File: src/sv/y86ifd_pkg.sv
// Shared types and constants for the Y86-64 instruction fetch and decode block.
// Holds the opcode codes, the register-none code and the decoded result record.
// No dependencies.
package y86ifd_pkg;

	// Instruction classes taken from the high nibble of the first byte.
	typedef enum logic [3:0] {
		OP_HALT   = 4'd0,
		OP_NOP    = 4'd1,
		OP_CMOV   = 4'd2,
		OP_IRMOV  = 4'd3,
		OP_RMMOV  = 4'd4,
		OP_MRMOV  = 4'd5,
		OP_ALU    = 4'd6,
		OP_JUMP   = 4'd7,
		OP_CALL   = 4'd8,
		OP_RET    = 4'd9,
		OP_PUSH   = 4'd10,
		OP_POP    = 4'd11,
		OP_IOTRAP = 4'd12
	} opcode_t;

	localparam logic [3:0] NOREG = 4'hF;

	// Highest legal function code for each class that has variants.
	localparam logic [3:0] FN_MAX_CMOV   = 4'd6;
	localparam logic [3:0] FN_MAX_ALU    = 4'd3;
	localparam logic [3:0] FN_MAX_JUMP   = 4'd6;
	localparam logic [3:0] FN_MAX_IOTRAP = 4'd5;

	// Instruction lengths in bytes.
	localparam logic [3:0] LEN_SHORT = 4'd1;
	localparam logic [3:0] LEN_REG   = 4'd2;
	localparam logic [3:0] LEN_DEST  = 4'd9;
	localparam logic [3:0] LEN_FULL  = 4'd10;

	typedef struct packed {
		logic        addr_error;
		logic        is_valid;
		logic [16:0] next_pc;
		logic [63:0] const_value;
		logic [3:0]  reg_b;
		logic [3:0]  reg_a;
		logic [3:0]  func_code;
		logic [3:0]  opcode;
	} dec_t;

endpackage

File: src/sv/y86ifd_decode.sv
// Combinational decoder for one Y86-64 instruction window.
// Depends on y86ifd_pkg for opcode codes and the dec_t result record.
module y86ifd_decode #(
	parameter int MEM_BYTES = 4096
) (
	input  logic [15:0]       pc,
	input  logic [63:0]       bytes_lo,
	input  logic [15:0]       bytes_hi,
	output y86ifd_pkg::dec_t  dec
);
	import y86ifd_pkg::*;

	localparam logic [16:0] MemLimit = 17'(MEM_BYTES);

	logic [3:0]  op;
	logic [3:0]  fn;
	logic [3:0]  ra;
	logic [3:0]  rb;
	logic [3:0]  len;
	logic        fn_ok;
	logic        regs_used;
	logic        const_at1;
	logic        const_at2;
	logic        reg_ok;
	logic [16:0] npc;
	logic        pc_ok;
	logic        late_err;

	assign op = bytes_lo[7:4];
	assign fn = bytes_lo[3:0];
	assign ra = bytes_lo[15:12];
	assign rb = bytes_lo[11:8];

	always_comb begin
		len       = LEN_SHORT;
		fn_ok     = 1'b0;
		regs_used = 1'b0;
		const_at1 = 1'b0;
		const_at2 = 1'b0;
		reg_ok    = 1'b1;
		case (opcode_t'(op))
			OP_HALT, OP_NOP, OP_RET: begin
				fn_ok = (fn == 4'd0);
			end
			OP_CMOV, OP_ALU: begin
				len       = LEN_REG;
				fn_ok     = (opcode_t'(op) == OP_CMOV) ? (fn <= FN_MAX_CMOV)
					: (fn <= FN_MAX_ALU);
				regs_used = 1'b1;
				reg_ok    = (ra != NOREG) && (rb != NOREG);
			end
			OP_IRMOV, OP_RMMOV, OP_MRMOV: begin
				len       = LEN_FULL;
				fn_ok     = (fn == 4'd0);
				regs_used = 1'b1;
				const_at2 = 1'b1;
				reg_ok    = (opcode_t'(op) == OP_IRMOV) ? ((ra == NOREG) && (rb != NOREG))
					: (ra != NOREG);
			end
			OP_JUMP, OP_CALL: begin
				len       = LEN_DEST;
				fn_ok     = (opcode_t'(op) == OP_JUMP) ? (fn <= FN_MAX_JUMP) : (fn == 4'd0);
				const_at1 = 1'b1;
			end
			OP_PUSH, OP_POP: begin
				len       = LEN_REG;
				fn_ok     = (fn == 4'd0);
				regs_used = 1'b1;
				reg_ok    = (ra != NOREG) && (rb == NOREG);
			end
			OP_IOTRAP: begin
				fn_ok = (fn <= FN_MAX_IOTRAP);
			end
			default: begin
				fn_ok = 1'b0;
			end
		endcase
	end

	assign pc_ok    = ({1'b0, pc} < MemLimit);
	assign npc      = {1'b0, pc} + 17'(len);
	assign late_err = (npc >= MemLimit);

	always_comb begin
		dec = '0;
		if (!pc_ok) begin
			dec.addr_error = 1'b1;
		end else begin
			dec.opcode    = op;
			dec.func_code = fn;
			dec.next_pc   = npc;
			if (fn_ok && regs_used) begin
				dec.reg_a = ra;
				dec.reg_b = rb;
			end
			if (fn_ok && const_at2) begin
				dec.const_value = {bytes_hi, bytes_lo[63:16]};
			end else if (fn_ok && const_at1) begin
				dec.const_value = {bytes_hi[7:0], bytes_lo[63:8]};
			end
			dec.is_valid   = fn_ok && reg_ok && !late_err;
			dec.addr_error = late_err;
		end
	end

endmodule

File: src/sv/y86_instruction_fetch_decode_top.sv
// Top level of the Y86-64 instruction fetch and decode block: input register,
// decoder and result register with stream handshakes.
// Depends on y86ifd_pkg and y86ifd_decode.
//
// Throughput: one transaction per cycle while m_tready is high. The window is latched in
// an input register, decoded by one pass of combinational logic and latched in the
// result register, which drives m_tvalid; a low m_tready holds it there and stalls the
// input register once that is full as well.
// Reset (arst_n low, asynchronous) empties both stages; no result is pending after it.
module y86_instruction_fetch_decode_top #(
	parameter int MEM_BYTES = 4096
) (
	input  logic         clk,
	input  logic         arst_n,
	input  logic         s_tvalid,
	output logic         s_tready,
	// s_tdata, from bit 0 up: pc[15:0], bytes_lo[63:0], bytes_hi[15:0]
	input  logic [95:0]  s_tdata,
	output logic         m_tvalid,
	input  logic         m_tready,
	// m_tdata, from bit 0 up: opcode[3:0], func_code[3:0], reg_a[3:0], reg_b[3:0],
	// const_value[63:0], next_pc[16:0], is_valid, addr_error, five zero bits
	output logic [103:0] m_tdata
);
	import y86ifd_pkg::*;

	// Input stage holds the raw instruction window.
	logic        valid_s1;
	logic [15:0] pc_s1;
	logic [63:0] lo_s1;
	logic [15:0] hi_s1;

	// Result stage holds the decoded record until the consumer takes it.
	logic        valid_s2;
	dec_t        dec_s2;

	dec_t        dec_c;
	logic        adv_s2;
	logic        adv_s1;

	// The result register can load when it is empty or is being drained this cycle.
	assign adv_s2   = !valid_s2 || m_tready;
	// The input register can load when it is empty or its contents move on.
	assign adv_s1   = !valid_s1 || adv_s2;
	assign s_tready = adv_s1;

	always_ff @(posedge clk or negedge arst_n) begin
		if (!arst_n) begin
			valid_s1 <= 1'b0;
		end else if (adv_s1) begin
			valid_s1 <= s_tvalid;
		end
	end

	always_ff @(posedge clk) begin
		if (adv_s1 && s_tvalid) begin
			pc_s1 <= s_tdata[15:0];
			lo_s1 <= s_tdata[79:16];
			hi_s1 <= s_tdata[95:80];
		end
	end

	y86ifd_decode #(
		.MEM_BYTES(MEM_BYTES)
	) u_decode (
		.pc      (pc_s1),
		.bytes_lo(lo_s1),
		.bytes_hi(hi_s1),
		.dec     (dec_c)
	);

	always_ff @(posedge clk or negedge arst_n) begin
		if (!arst_n) begin
			valid_s2 <= 1'b0;
		end else if (adv_s2) begin
			valid_s2 <= valid_s1;
		end
	end

	always_ff @(posedge clk) begin
		if (adv_s2 && valid_s1) begin
			dec_s2 <= dec_c;
		end
	end

	assign m_tvalid = valid_s2;
	assign m_tdata  = {5'b0, dec_s2};

	// A legal instruction never carries an address error.
	assert property (@(posedge clk) disable iff (!arst_n)
		(valid_s2 && dec_s2.is_valid) |-> !dec_s2.addr_error)
		else $error("valid instruction flagged with address error");

	// A legal instruction ends inside memory.
	assert property (@(posedge clk) disable iff (!arst_n)
		(valid_s2 && dec_s2.is_valid) |-> (dec_s2.next_pc < 17'(MEM_BYTES)))
		else $error("valid instruction with next pc beyond memory");

	// An accepted window is held in the input stage on the next cycle.
	assert property (@(posedge clk) disable iff (!arst_n)
		(s_tvalid && s_tready) |=> valid_s1)
		else $error("accepted transaction lost from input stage");

	// The input stage is never overwritten while both stages are full and stalled.
	assert property (@(posedge clk) disable iff (!arst_n)
		(valid_s1 && valid_s2 && !m_tready) |-> !s_tready)
		else $error("input accepted while pipeline stalled");

	// An early address error reports nothing but the error flag.
	assert property (@(posedge clk) disable iff (!arst_n)
		(valid_s2 && dec_s2.addr_error && (dec_s2.next_pc == 17'd0))
		|-> (dec_s2.opcode == 4'd0 && dec_s2.const_value == 64'd0))
		else $error("fields not cleared on early address error");

endmodule

File: config.mk
export PLATFORM = sky130hd
export DESIGN_NAME = y86_instruction_fetch_decode_top
export DESIGN_NICKNAME = d
export VERILOG_FILES = /design/src/sv/y86ifd_pkg.sv /design/src/sv/y86ifd_decode.sv /design/src/sv/y86_instruction_fetch_decode_top.sv
export SDC_FILE = /design/constraint.sdc
export NUM_CORES = 1
export LEC_CHECK = 0
export BUFFER_PORTS_ARGS = -buffer_cell sky130_fd_sc_hd__buf_2
export CORE_MARGIN = 2
export CORE_UTILIZATION = 40
export CTS_CLUSTER_SIZE = 24
export DETAILED_ROUTE_END_ITERATION = 8
export GPL_TIMING_DRIVEN = 1
export MAX_ROUTING_LAYER = met4
export REMOVE_ABC_BUFFERS = 1
export SYNTH_ARGS = -nofsm -noshare
export SYNTH_HDL_FRONTEND = slang
export SYNTH_SLANG_ARGS = --single-unit
export TNS_END_PERCENT = 50
File: constraint.sdc
create_clock -name clk -period 4.42 [get_ports clk]
set_input_delay 0 -clock clk [delete_from_list [all_inputs] [get_ports clk]]
set_output_delay 0 -clock clk [all_outputs]
set_load 0.02 [all_outputs]
==> results.yml, run 1 <==
status:
  status: "finished, final reports clean"
cts:
  cts_hold_buf: 101
  ctsRootBufferMaster: "clkbuf_16"
  cts_setup_buffers: 0
  cts_resized: 0
  clkLatencyLatePin_ns: 0.43
  cts_tree: "yes"
  h-tree-depth: 4
  cts_sinks: 197
  clk_pin_slew_ns: 0.07
  cts_buffer_depth: 2
  cts_made_buffers: 17
routing:
  postRouteAntennaNets: 0
  viasPerCell: 5.03
  vias: 5100
  drt_wl_total_mm: 17.6
  drtIter0Drc: 325
  wire_per_inst_um: 17.3
  dr.pass1.iters: 4
  drc: 0
timing:
  finalCritPeriodShare: 0.630
  hold_viol: 0
  skew_ns: 0.0148
  slew_headroom: 0.310
  maxSlewViolCount: 0
  holdWs_ns: 0.280
  rsz0062_at_grt: "false"
  fin_ws_ns: 1.64
  finalCriticalPeriod_ns: 2.78
  setup_violations: 0
  clock.fmax_mhz: 359
  tightest_slew_ns: 1.03
  final.setup.tns_ns: 0
placed_design:
  gp_congestion: 0.823
  io_buffers: 200
  dp_slack_ns: 1.61
  dpl.cell_count: 881
  hpwl_mm: 10.5
  placed_cell_area_um2: 8810
grt:
  grt_overflow: 0
  grt_max_degree: 77
  antenna_found_initial: 0
  grt_pass1_vias: 5235
  track_usage: 0.182
  grt_pass1_wl_mm: 27.0
critical_path:
  arrival_ns: 2.92
  start_kind: "flip-flop"
  endpoint_kind: "flip-flop"
  path_max_fanout: 12
  crit_type: "flip-flop to flip-flop"
  cp.required_ns: 4.56
synth:
  yosysTopAreaCellShare: 0.772
  syn_area_per_cell_um2: 16.3
  syn-cell-area_um2: 7580
  synth_cell_types: 44
  synth_cells: 466
  ys_seq_area_frac: 0.779
  yosysTopAreaCell: "edfxtp_1"
  yosysWarnings: 0
  ys_ff_latch: 197
  synthTopCellsByArea: "edfxtp_1 77%, a22oi_1 6.3%, nor3_1 2.7%, nor2_1 2.0%, and2_1 1.5%"
cells_and_area:
  final.fill_count: 1520
  diodes: 0
  fin_nets: 871
  post-route-util: 0.560
  multiInputGateArea_um2: 1570
  seq_area_um2: 5910
  design_area_um2: 10400
  fin_cells: 1014
  drive_gt1_frac: 0.321
  area_growth_pct: 37.6
power_and_ir_drop:
  power_density_nw_per_um2: 410
  leakage_nw: 3.91
  vdd_drop_max_mv: 0.267
  power_mw: 4.28
floorplanning:
  die_w_um: 142
  start_util: 0.407
  dieArea_um2: 20100
  fp-row-count: 50
  die_h_um: 142
  io_pins: 206
  core_area_um2: 18600
job:
  max-cap-violations: 0
worst_hold_path:
  holdCritPathClass: "input pin to flip-flop"
[per-layer routing]
layer | track usage | vias to the layer above | wire length (um)
met1 | 0.212 | 2506 | 7240
met2 | 0.312 | 176 | 9190
met5 | - | - | 0
met4 | 0.0563 | 0 | 190
li1 | - | 2404 | -
met3 | 0.0466 | 14 | 956
[final cells by class]
type | instances | area share
sequential | 197 | 0.566
timing repair buffer | 307 | 0.197
multi-input combinational | 243 | 0.150
clock buffer | 21 | 0.0441
tap | 234 | 0.0281
clock inverter | 11 | 0.0143
inverter | 1 | 0.000360
[final timing paths]
path / startpoint / endpoint / slack, ns / cells after the start
hold / removal: s_tdata[17] / lo_s1[1] / 0.28 / 2
min in group asynchronous: arst_n / valid_s1 / 0.46 / 3
max in group asynchronous: arst_n / m_tvalid / 3.83 / 3
setup / recovery: lo_s1[5] / m_tdata[86] / 1.64 / 9
setup reg to reg: lo_s1[5] / m_tdata[86] / 1.64 / 9
hold reg to reg: valid_s1 / m_tvalid / 0.52 / 1
[critical path, cell delays in order (launching register included)]
cell and delay (ns):
edfxtp_1 0.54, and2_1 0.23, o21a_1 0.18, o21bai_1 0.25, ha_1 0.28, fa_1 0.41
a31o_2 0.31, nand3_1 0.11, xor2_1 0.15, nor2_1 0.05
[sequential cells by signal, indices dropped and copies added, names as in the netlist]
name,count
m_tdata,99
lo_s1,64
hi_s1,16
pc_s1,16
m_tvalid,1
valid_s1,1
[cell families (layout without fill, tap and decap cells)]
| family | after synthesis | after routing | synth area share |
|---|---|---|---|
| other | 1 | 9 | 0.000495 |
| flip-flops | 197 | 197 | 0.779 |
| buffers and inverters | 34 | 340 | 0.0221 |
| AND/OR/NAND/NOR | 140 | 140 | 0.0984 |
| XOR/XNOR | 10 | 10 | 0.0116 |
| AO/OA/AOI/OAI | 80 | 80 | 0.0809 |
| adder cells (fa/ha/maj) | 4 | 4 | 0.00759 |
[cell usage after synthesis (all sizes together)]
| cell | number |
|---|---|
| or4b | 2 |
| o21a | 1 |
| xor2 | 8 |
| and3 | 2 |
| o21bai | 1 |
| conb | 1 |
| inv | 1 |
| dfrtp | 2 |
| o21ai | 2 |
| nand3 | 5 |
| nor4bb | 1 |
| nand2 | 9 |
| nor2b | 1 |
| a21oi | 4 |
| and2 | 18 |
| xnor2 | 2 |
| a22oi | 64 |
| nor2 | 40 |
| nor3 | 41 |
| nand2b | 8 |
| fa | 1 |
| edfxtp | 195 |
| buf | 12 |
| ha | 3 |
| or4 | 2 |
| nor4 | 3 |
| a21o | 2 |
| nand3b | 2 |
| nand4 | 2 |
| a2bb2o | 1 |
| and4 | 3 |
| a31oi | 2 |
| a31o | 2 |
| clkbuf | 21 |
| or2 | 1 |
| a41oi | 1 |
[cell usage in the layout, fill, tap and decap left out, types with 3 or more instances in the layout]
master | synthesis | layout
buf_4 | 5 | 6
nand2b_1 | 7 | 7
nand3_1 | 5 | 5
nor2_1 | 40 | 40
dlygate4sd3_1 | 0 | 101
edfxtp_1 | 195 | 195
nand2_1 | 9 | 9
buf_2 | 5 | 200
a21oi_1 | 3 | 3
and2_1 | 18 | 16
clkbuf_16 | 0 | 17
conb_1 | 1 | 9
nor3_1 | 41 | 41
and4_1 | 3 | 3
clkinvlp_4 | 0 | 3
bufinv_16 | 0 | 3
ha_1 | 3 | 3
xor2_1 | 8 | 8
inv_6 | 0 | 3
a22oi_1 | 64 | 64
[power breakdown]
group / switching, mW / leakage [nW] / internal, mW
clock network: 0.670 / 0.290 / 0.926
registers: 0.0560 / 1.94 / 2.19
logic: 0.259 / 1.68 / 0.178
No activity file was read; power rests on OpenSTA's default activity.
==> run 2, diff against run 1 <==
Settings changed: ABC_AREA set to 1, PLACE_DENSITY set to 0.66.
Clock period 4.42 ns to 2.3 ns, I/O delays scaled along.
==> run 2 against run 1 <==
  * The flow now finishes with violations (setup timing)
  * Largest power group unchanged
  * Worst setup slack worse by 1.7 ns
  * Maximum frequency up 19%
  * Area after synthesis up 1.7%
==> results.yml, run 2 <==
cells_and_area:
  largest_reg_flops: 99
  fin_nets: 1034
  final.fill_count: 1497
  area_growth_pct: 44.7
  drive_gt1_frac: 0.350
  post-route-util: 0.592
  multiInputGateArea_um2: 1740
  seq_area_um2: 5910
  final_common_cell: "buf_2"
  diodes: 0
  final_cell_mix: "200 x buf_2, 195 x edfxtp_1, 101 x dlygate4sd3_1, 97 x nand2_1, 69 x nand3_1"
critical_path:
  r2r_setup_slack_ns: -0.04
  path_cells: "nor2_2 -> nand2_2 -> nand2_2 -> inv_2 -> nand3_4 -> inv_2 -> ha_4 -> fa_2 -> inv_2 -> o21bai_1 -> nand2_1 -> nor2_4 -> buf_6 -> a21oi_2 -> a211oi_2"
  startpoint: "lo_s1[7]"
  cpMostUsedCell: "inv_2"
  endpoint_kind: "flip-flop"
  cp.required_ns: 2.47
  r2r-start: "lo_s1[7]"
  path_max_fanout: 4
  reg2reg_depth: 15
  arrival_ns: 2.51
  cpPeakStageDelay_ns: 0.45
  start_kind: "flip-flop"
  crit_type: "flip-flop to flip-flop"
  rr_endpoint: "m_tdata[88]"
  slowest_stage: "edfxtp_1"
grt:
  track_usage: 0.186
  grt_pass1_vias: 5601
  grt_max_degree: 100
  antenna_found_initial: 0
  grt_overflow: 0
  grt_pass1_wl_mm: 28.1
worst_hold_path:
  hold_end: "hi_s1[13]"
  hold_path_depth: 2
  holdCritPathClass: "input pin to flip-flop"
  min_from: "s_tdata[93]"
timing:
  slew_headroom: 0.480
  rsz0062_at_grt: "true"
  clock.fmax_mhz: 427
  setup_violations: 3
  hold_viol: 0
  finalCriticalPeriod_ns: 2.34
  maxSlewViolCount: 0
  skew_ns: 0.00671
  finalCritPeriodShare: 1.02
  tightest_slew_ns: 0.780
  fin_ws_ns: -0.0439
floorplanning:
  start_util: 0.409
  dieArea_um2: 20400
  core_area_um2: 18800
  die_h_um: 143
  die_w_um: 143
  fp-row-count: 50
  io_pins: 206
routing:
  dr.pass1.iters: 5
  viasPerCell: 4.82
  postRouteAntennaNets: 0
  drc: 0
  wire_per_inst_um: 15.9
  vias: 5800
  drt_wl_total_mm: 19.1
  drtIter0Drc: 306
cts:
  cts_tree: "yes"
  cts_buffer_depth: 2
  h-tree-depth: 4
  clk_pin_slew_ns: 0.07
  ctsRootBufferMaster: "clkbuf_16"
  cts_sinks: 197
  cts_made_buffers: 17
  clkLatencyLatePin_ns: 0.43
synth:
  async_flop_share: 0.0102
  synth_cells: 588
  yosysWarnings: 0
  ys_ff_latch: 197
  yosysTopAreaCellShare: 0.760
  synthTopCellsByArea: "edfxtp_1 76%, nand2_1 5.3%, nand3_1 5.0%, a21oi_1 4.8%, nor2_1 1.8%"
  syn_area_per_cell_um2: 13.1
  syn-cell-area_um2: 7710
  yosysTopAreaCell: "edfxtp_1"
  synthFlopType: "edfxtp_1"
  yosys.cell_count.top_type: "edfxtp_1"
  ys_seq_area_frac: 0.766
  synth_edf_count: 195
  synth_cell_types: 25
  synth_commonest_cells: "195 x edfxtp_1, 109 x nand2_1, 77 x nand3_1, 74 x a21oi_1, 36 x nor2_1"
power_and_ir_drop:
  cell_internal_pwr_mw: 6.26
  p_seq_frac: 0.526
  combPwrFrac: 0.143
  vdd_drop_max_mv: 0.501
  power_mw: 8.40
  leakage_nw: 4.31
  swShare: 0.254
  clockPowerShare: 0.331
  switchingPower_mw: 2.14
  power_density_nw_per_um2: 753
status:
  status: "complete, but fails checks"
  failed_checks: "setup timing"
placed_design:
  gp_congestion: 0.822
  io_buffers: 200
  dp_slack_ns: -0.223
  hpwl_mm: 10.8
job:
  max-cap-violations: 0
run 2: kinds of logic after synthesis:
kind of cell               count (synthesis)  synth area share
buffers and inverters                     71            0.0409
DFF                                      197             0.766
other                                      1          0.000487
and+or+nand+nor                          230             0.127
adders and majority gates                  4           0.00747
AOI/OAI and AO/OA                         84            0.0568
xor gates and xnor gates                   1           0.00114
run 2: layout make-up:
class / instances / share of cell area
clock buffer: 20 / 0.0391
clock inverter: 12 / 0.00942
inverter: 38 / 0.0130
multi-input combinational: 328 / 0.156
sequential: 197 / 0.529
tap: 260 / 0.0292
timing repair buffer: 348 / 0.224
run 2: layer usage:
metal / global-route usage / part of all wire / vias to the layer above
met3: 0.0376 / 0.062 / 35
met4: 0.0792 / 0.023 / 0
met1: 0.231 / 0.42 / 2744
li1: - / - / 2761
met2: 0.299 / 0.49 / 260
met5: - / 0 / -
run 2: critical path, delay by kind of cell, from the launching register on:
family / cells / cell delay (ns)
adder cells (fa/ha/maj): 2 / 0.50
flip-flops: 1 / 0.45
buffers and inverters: 4 / 0.29
AND/OR/NAND/NOR: 6 / 0.59
AO/OA/AOI/OAI: 3 / 0.25
run 2: how the worst max path moves through the flow:
stage,to,slack (ns)
final,m_tdata[88],-0.04
after floorplan,m_tdata[0],-3.60
after global routing,m_tdata[90],-0.19
after CTS,m_tdata[97],-0.006
after detailed placement,m_tdata[97],-0.22
after global placement,m_tdata[89],-0.09
run 2: stage by stage:
step | TNS, ns | instance area (um^2) | std cells | hold WS, ns
4_1_cts | -0.00643 | 10900 | 1193 | 0.257
6_report | -0.0983 | 11200 | 1203 | 0.278
3_3_place_gp | -0.370 | 9210 | 1054 | -0.213
3_5_place_dp | -1.23 | 9210 | 1054 | -0.209
5_1_grt | -1.22 | 11200 | 1203 | 0.268
2_1_floorplan | -546.62 | 7560 | 563 | -0.296
run 2: power groups by stage:
stage | registers, mW | logic (mW) | clock network, mW
after floorplan | 4.73 | 0.290 | 0
after global placement | 4.48 | 0.946 | 0
after detailed placement | 4.49 | 0.959 | 0
after CTS | 4.41 | 1.13 | 2.84
after global routing | 4.44 | 1.29 | 2.97
final | 4.42 | 1.20 | 2.78
run 2: timing repair:
item	in CTS	in global routing
resized for setup	24	36
hold buffers	101	0
setup endpoints to repair	10	82
cloned	0	2
endpoints found under the hold margin	100	0
setup buffers	7	11
pin swaps	9	16
==> run 3, diff against run 2 <==
Settings changed: CORE_ASPECT_RATIO set to 1.4.
==> run 3 against run 2 <==
  * Highest routed layer unchanged
  * First-iteration DRC count rose by 16%
  * Total power increased by 2.2%
  * Sequential power hardly changed
  * Critical endpoint is now m_tdata[90]
  * Critical path type unchanged
  * Sequential share of layout area is 0.43 points higher
  * Via count down 1.4%
  * Clock skew up 0.0056 ns
  * Flip-flop and latch count unchanged
  * The run still ends with setup timing left
  * Register-to-register slack better by 0.03 ns
  * Critical path depth is the same
==> results.yml, run 3 (synthesis results as in run 2) <==
status:
  status: "complete, but fails checks"
  failed_checks: "setup timing"
cells_and_area:
  area_growth_pct: 43.6
  fin_nets: 1030
  final_common_cell: "buf_2"
  largest_reg_flops: 99
  design_area_um2: 11100
  final.fill_count: 1547
  drive_gt1_frac: 0.335
  post-route-util: 0.580
  final_cell_mix: "200 x buf_2, 195 x edfxtp_1, 102 x nand2_1, 101 x dlygate4sd3_1, 71 x a21oi_1"
  diodes: 0
critical_path:
  path_cells: "inv_2 -> buf_4 -> nand2_1 -> nor2_1 -> nor2_1 -> nand2_2 -> ha_4 -> nand2_1 -> o21bai_1 -> nand2_1 -> nor2_4 -> nand3_2 -> buf_6 -> nand2_4 -> a21oi_2"
  slowest_stage: "edfxtp_1"
  cpPeakStageDelay_ns: 0.41
  path_max_fanout: 4
  endpoint_kind: "flip-flop"
  start_kind: "flip-flop"
  crit_type: "flip-flop to flip-flop"
  cpMostUsedCell: "nand2_1"
  arrival_ns: 2.49
  crit_buf_inv: 3
  critical_path.top_delay_family: "simple AND/OR/NAND/NOR gates"
  cp.required_ns: 2.48
worst_hold_path:
  holdCritPathClass: "input pin to flip-flop"
timing:
  skew_ns: 0.0123
  rsz0062_at_grt: "true"
  final.setup.tns_ns: -0.0147
  hold_viol: 0
  slew_headroom: 0.504
  clock.fmax_mhz: 432
  maxSlewViolCount: 0
  finalCriticalPeriod_ns: 2.31
  finalCritPeriodShare: 1.01
  fin_ws_ns: -0.0147
  setup_violations: 1
  tightest_slew_ns: 0.744
cts:
  ctsRootBufferMaster: "clkbuf_16"
  clk_pin_slew_ns: 0.07
  cts_tree: "yes"
  cts_buffer_depth: 2
  clkLatencyLatePin_ns: 0.42
  h-tree-depth: 4
  cts_made_buffers: 17
  cts_sinks: 197
placed_design:
  gp_congestion: 0.822
  hpwl_mm: 11.4
  placed_cell_area_um2: 9280
  dp_slack_ns: -0.237
  io_buffers: 200
routing:
  drc: 0
  drtIter0Drc: 354
  postRouteAntennaNets: 0
  dr.pass1.iters: 5
  vias: 5720
  drt_wl_total_mm: 18.6
  viasPerCell: 4.82
  wire_per_inst_um: 15.7
floorplanning:
  start_util: 0.404
  fp-row-count: 60
  io_pins: 206
  die_h_um: 168
  die_w_um: 121
  dieArea_um2: 20400
  core_area_um2: 19100
power_and_ir_drop:
  leakage_nw: 4.28
  power_mw: 8.58
  vdd_drop_max_mv: 0.435
  power_density_nw_per_um2: 776
grt:
  grt_max_degree: 81
  grt_pass1_vias: 5809
  track_usage: 0.190
  grt_overflow: 0
  grt_pass1_wl_mm: 29.0
  antenna_found_initial: 0
job:
  max-cap-violations: 0
-- run 3: cell count changes in the layout (fill, tap and decap cells not counted), moves of 4 or more --
cell      delta
a21oi_1      +7
a21oi_2      -7
clkinv_2     -4
nand2_1      +5
-- run 3: routing by layer --
layer	track usage	share of wire
met1	0.221	0.39
met2	0.325	0.53
met3	0.0427	0.054
met4	0.0630	0.022
met5	-	0
-- run 3: power breakdown --
group | internal (mW) | switching (mW) | leakage, nW
Combinational | 0.453 | 0.718 | 2.08
Clock | 1.64 | 1.36 | 0.279
Sequential | 4.29 | 0.116 | 1.92
Total | 6.39 | 2.20 | 4.28
-- run 3: final cells by class --
class | instances | area, um^2 | share of cell area
clock buffers | 18 | 429 | 0.0388
clock inverters | 14 | 168 | 0.0152
inverters | 38 | 145 | 0.0131
multi-input cells | 328 | 1670 | 0.151
flip-flops and latches | 197 | 5910 | 0.534
well taps | 248 | 310 | 0.0280
repair buffers | 344 | 2440 | 0.220
-- run 3: worst paths after layout --
path / start / to / slack (ns) / depth (start not counted)
min in group asynchronous: arst_n / m_tvalid / 0.43 / 3
worst min-delay path: s_tdata[75] / lo_s1[59] / 0.27 / 2
worst min register to register: valid_s1 / m_tvalid / 0.57 / 2
worst max-delay path: lo_s1[5] / m_tdata[90] / -0.01 / 15
max in group asynchronous: arst_n / valid_s1 / 1.75 / 3
worst max register to register: lo_s1[5] / m_tdata[90] / -0.01 / 15
-- run 3: timing repair --
item                       4_1_cts  5_1_grt
pin swaps                        5        9
setup endpoints to repair        9       29
resized for setup               14       25
hold buffers                   101        0
hold endpoints to repair       100        0
buffers inserted                 2        3
-- run 3: metrics by stage --
step,hold slack [ns],std cells
6_report,0.272,1187
5_1_grt,0.259,1187
4_1_cts,0.255,1184
3_5_place_dp,-0.212,1049
3_3_place_gp,-0.215,1049
2_1_floorplan,-0.296,563
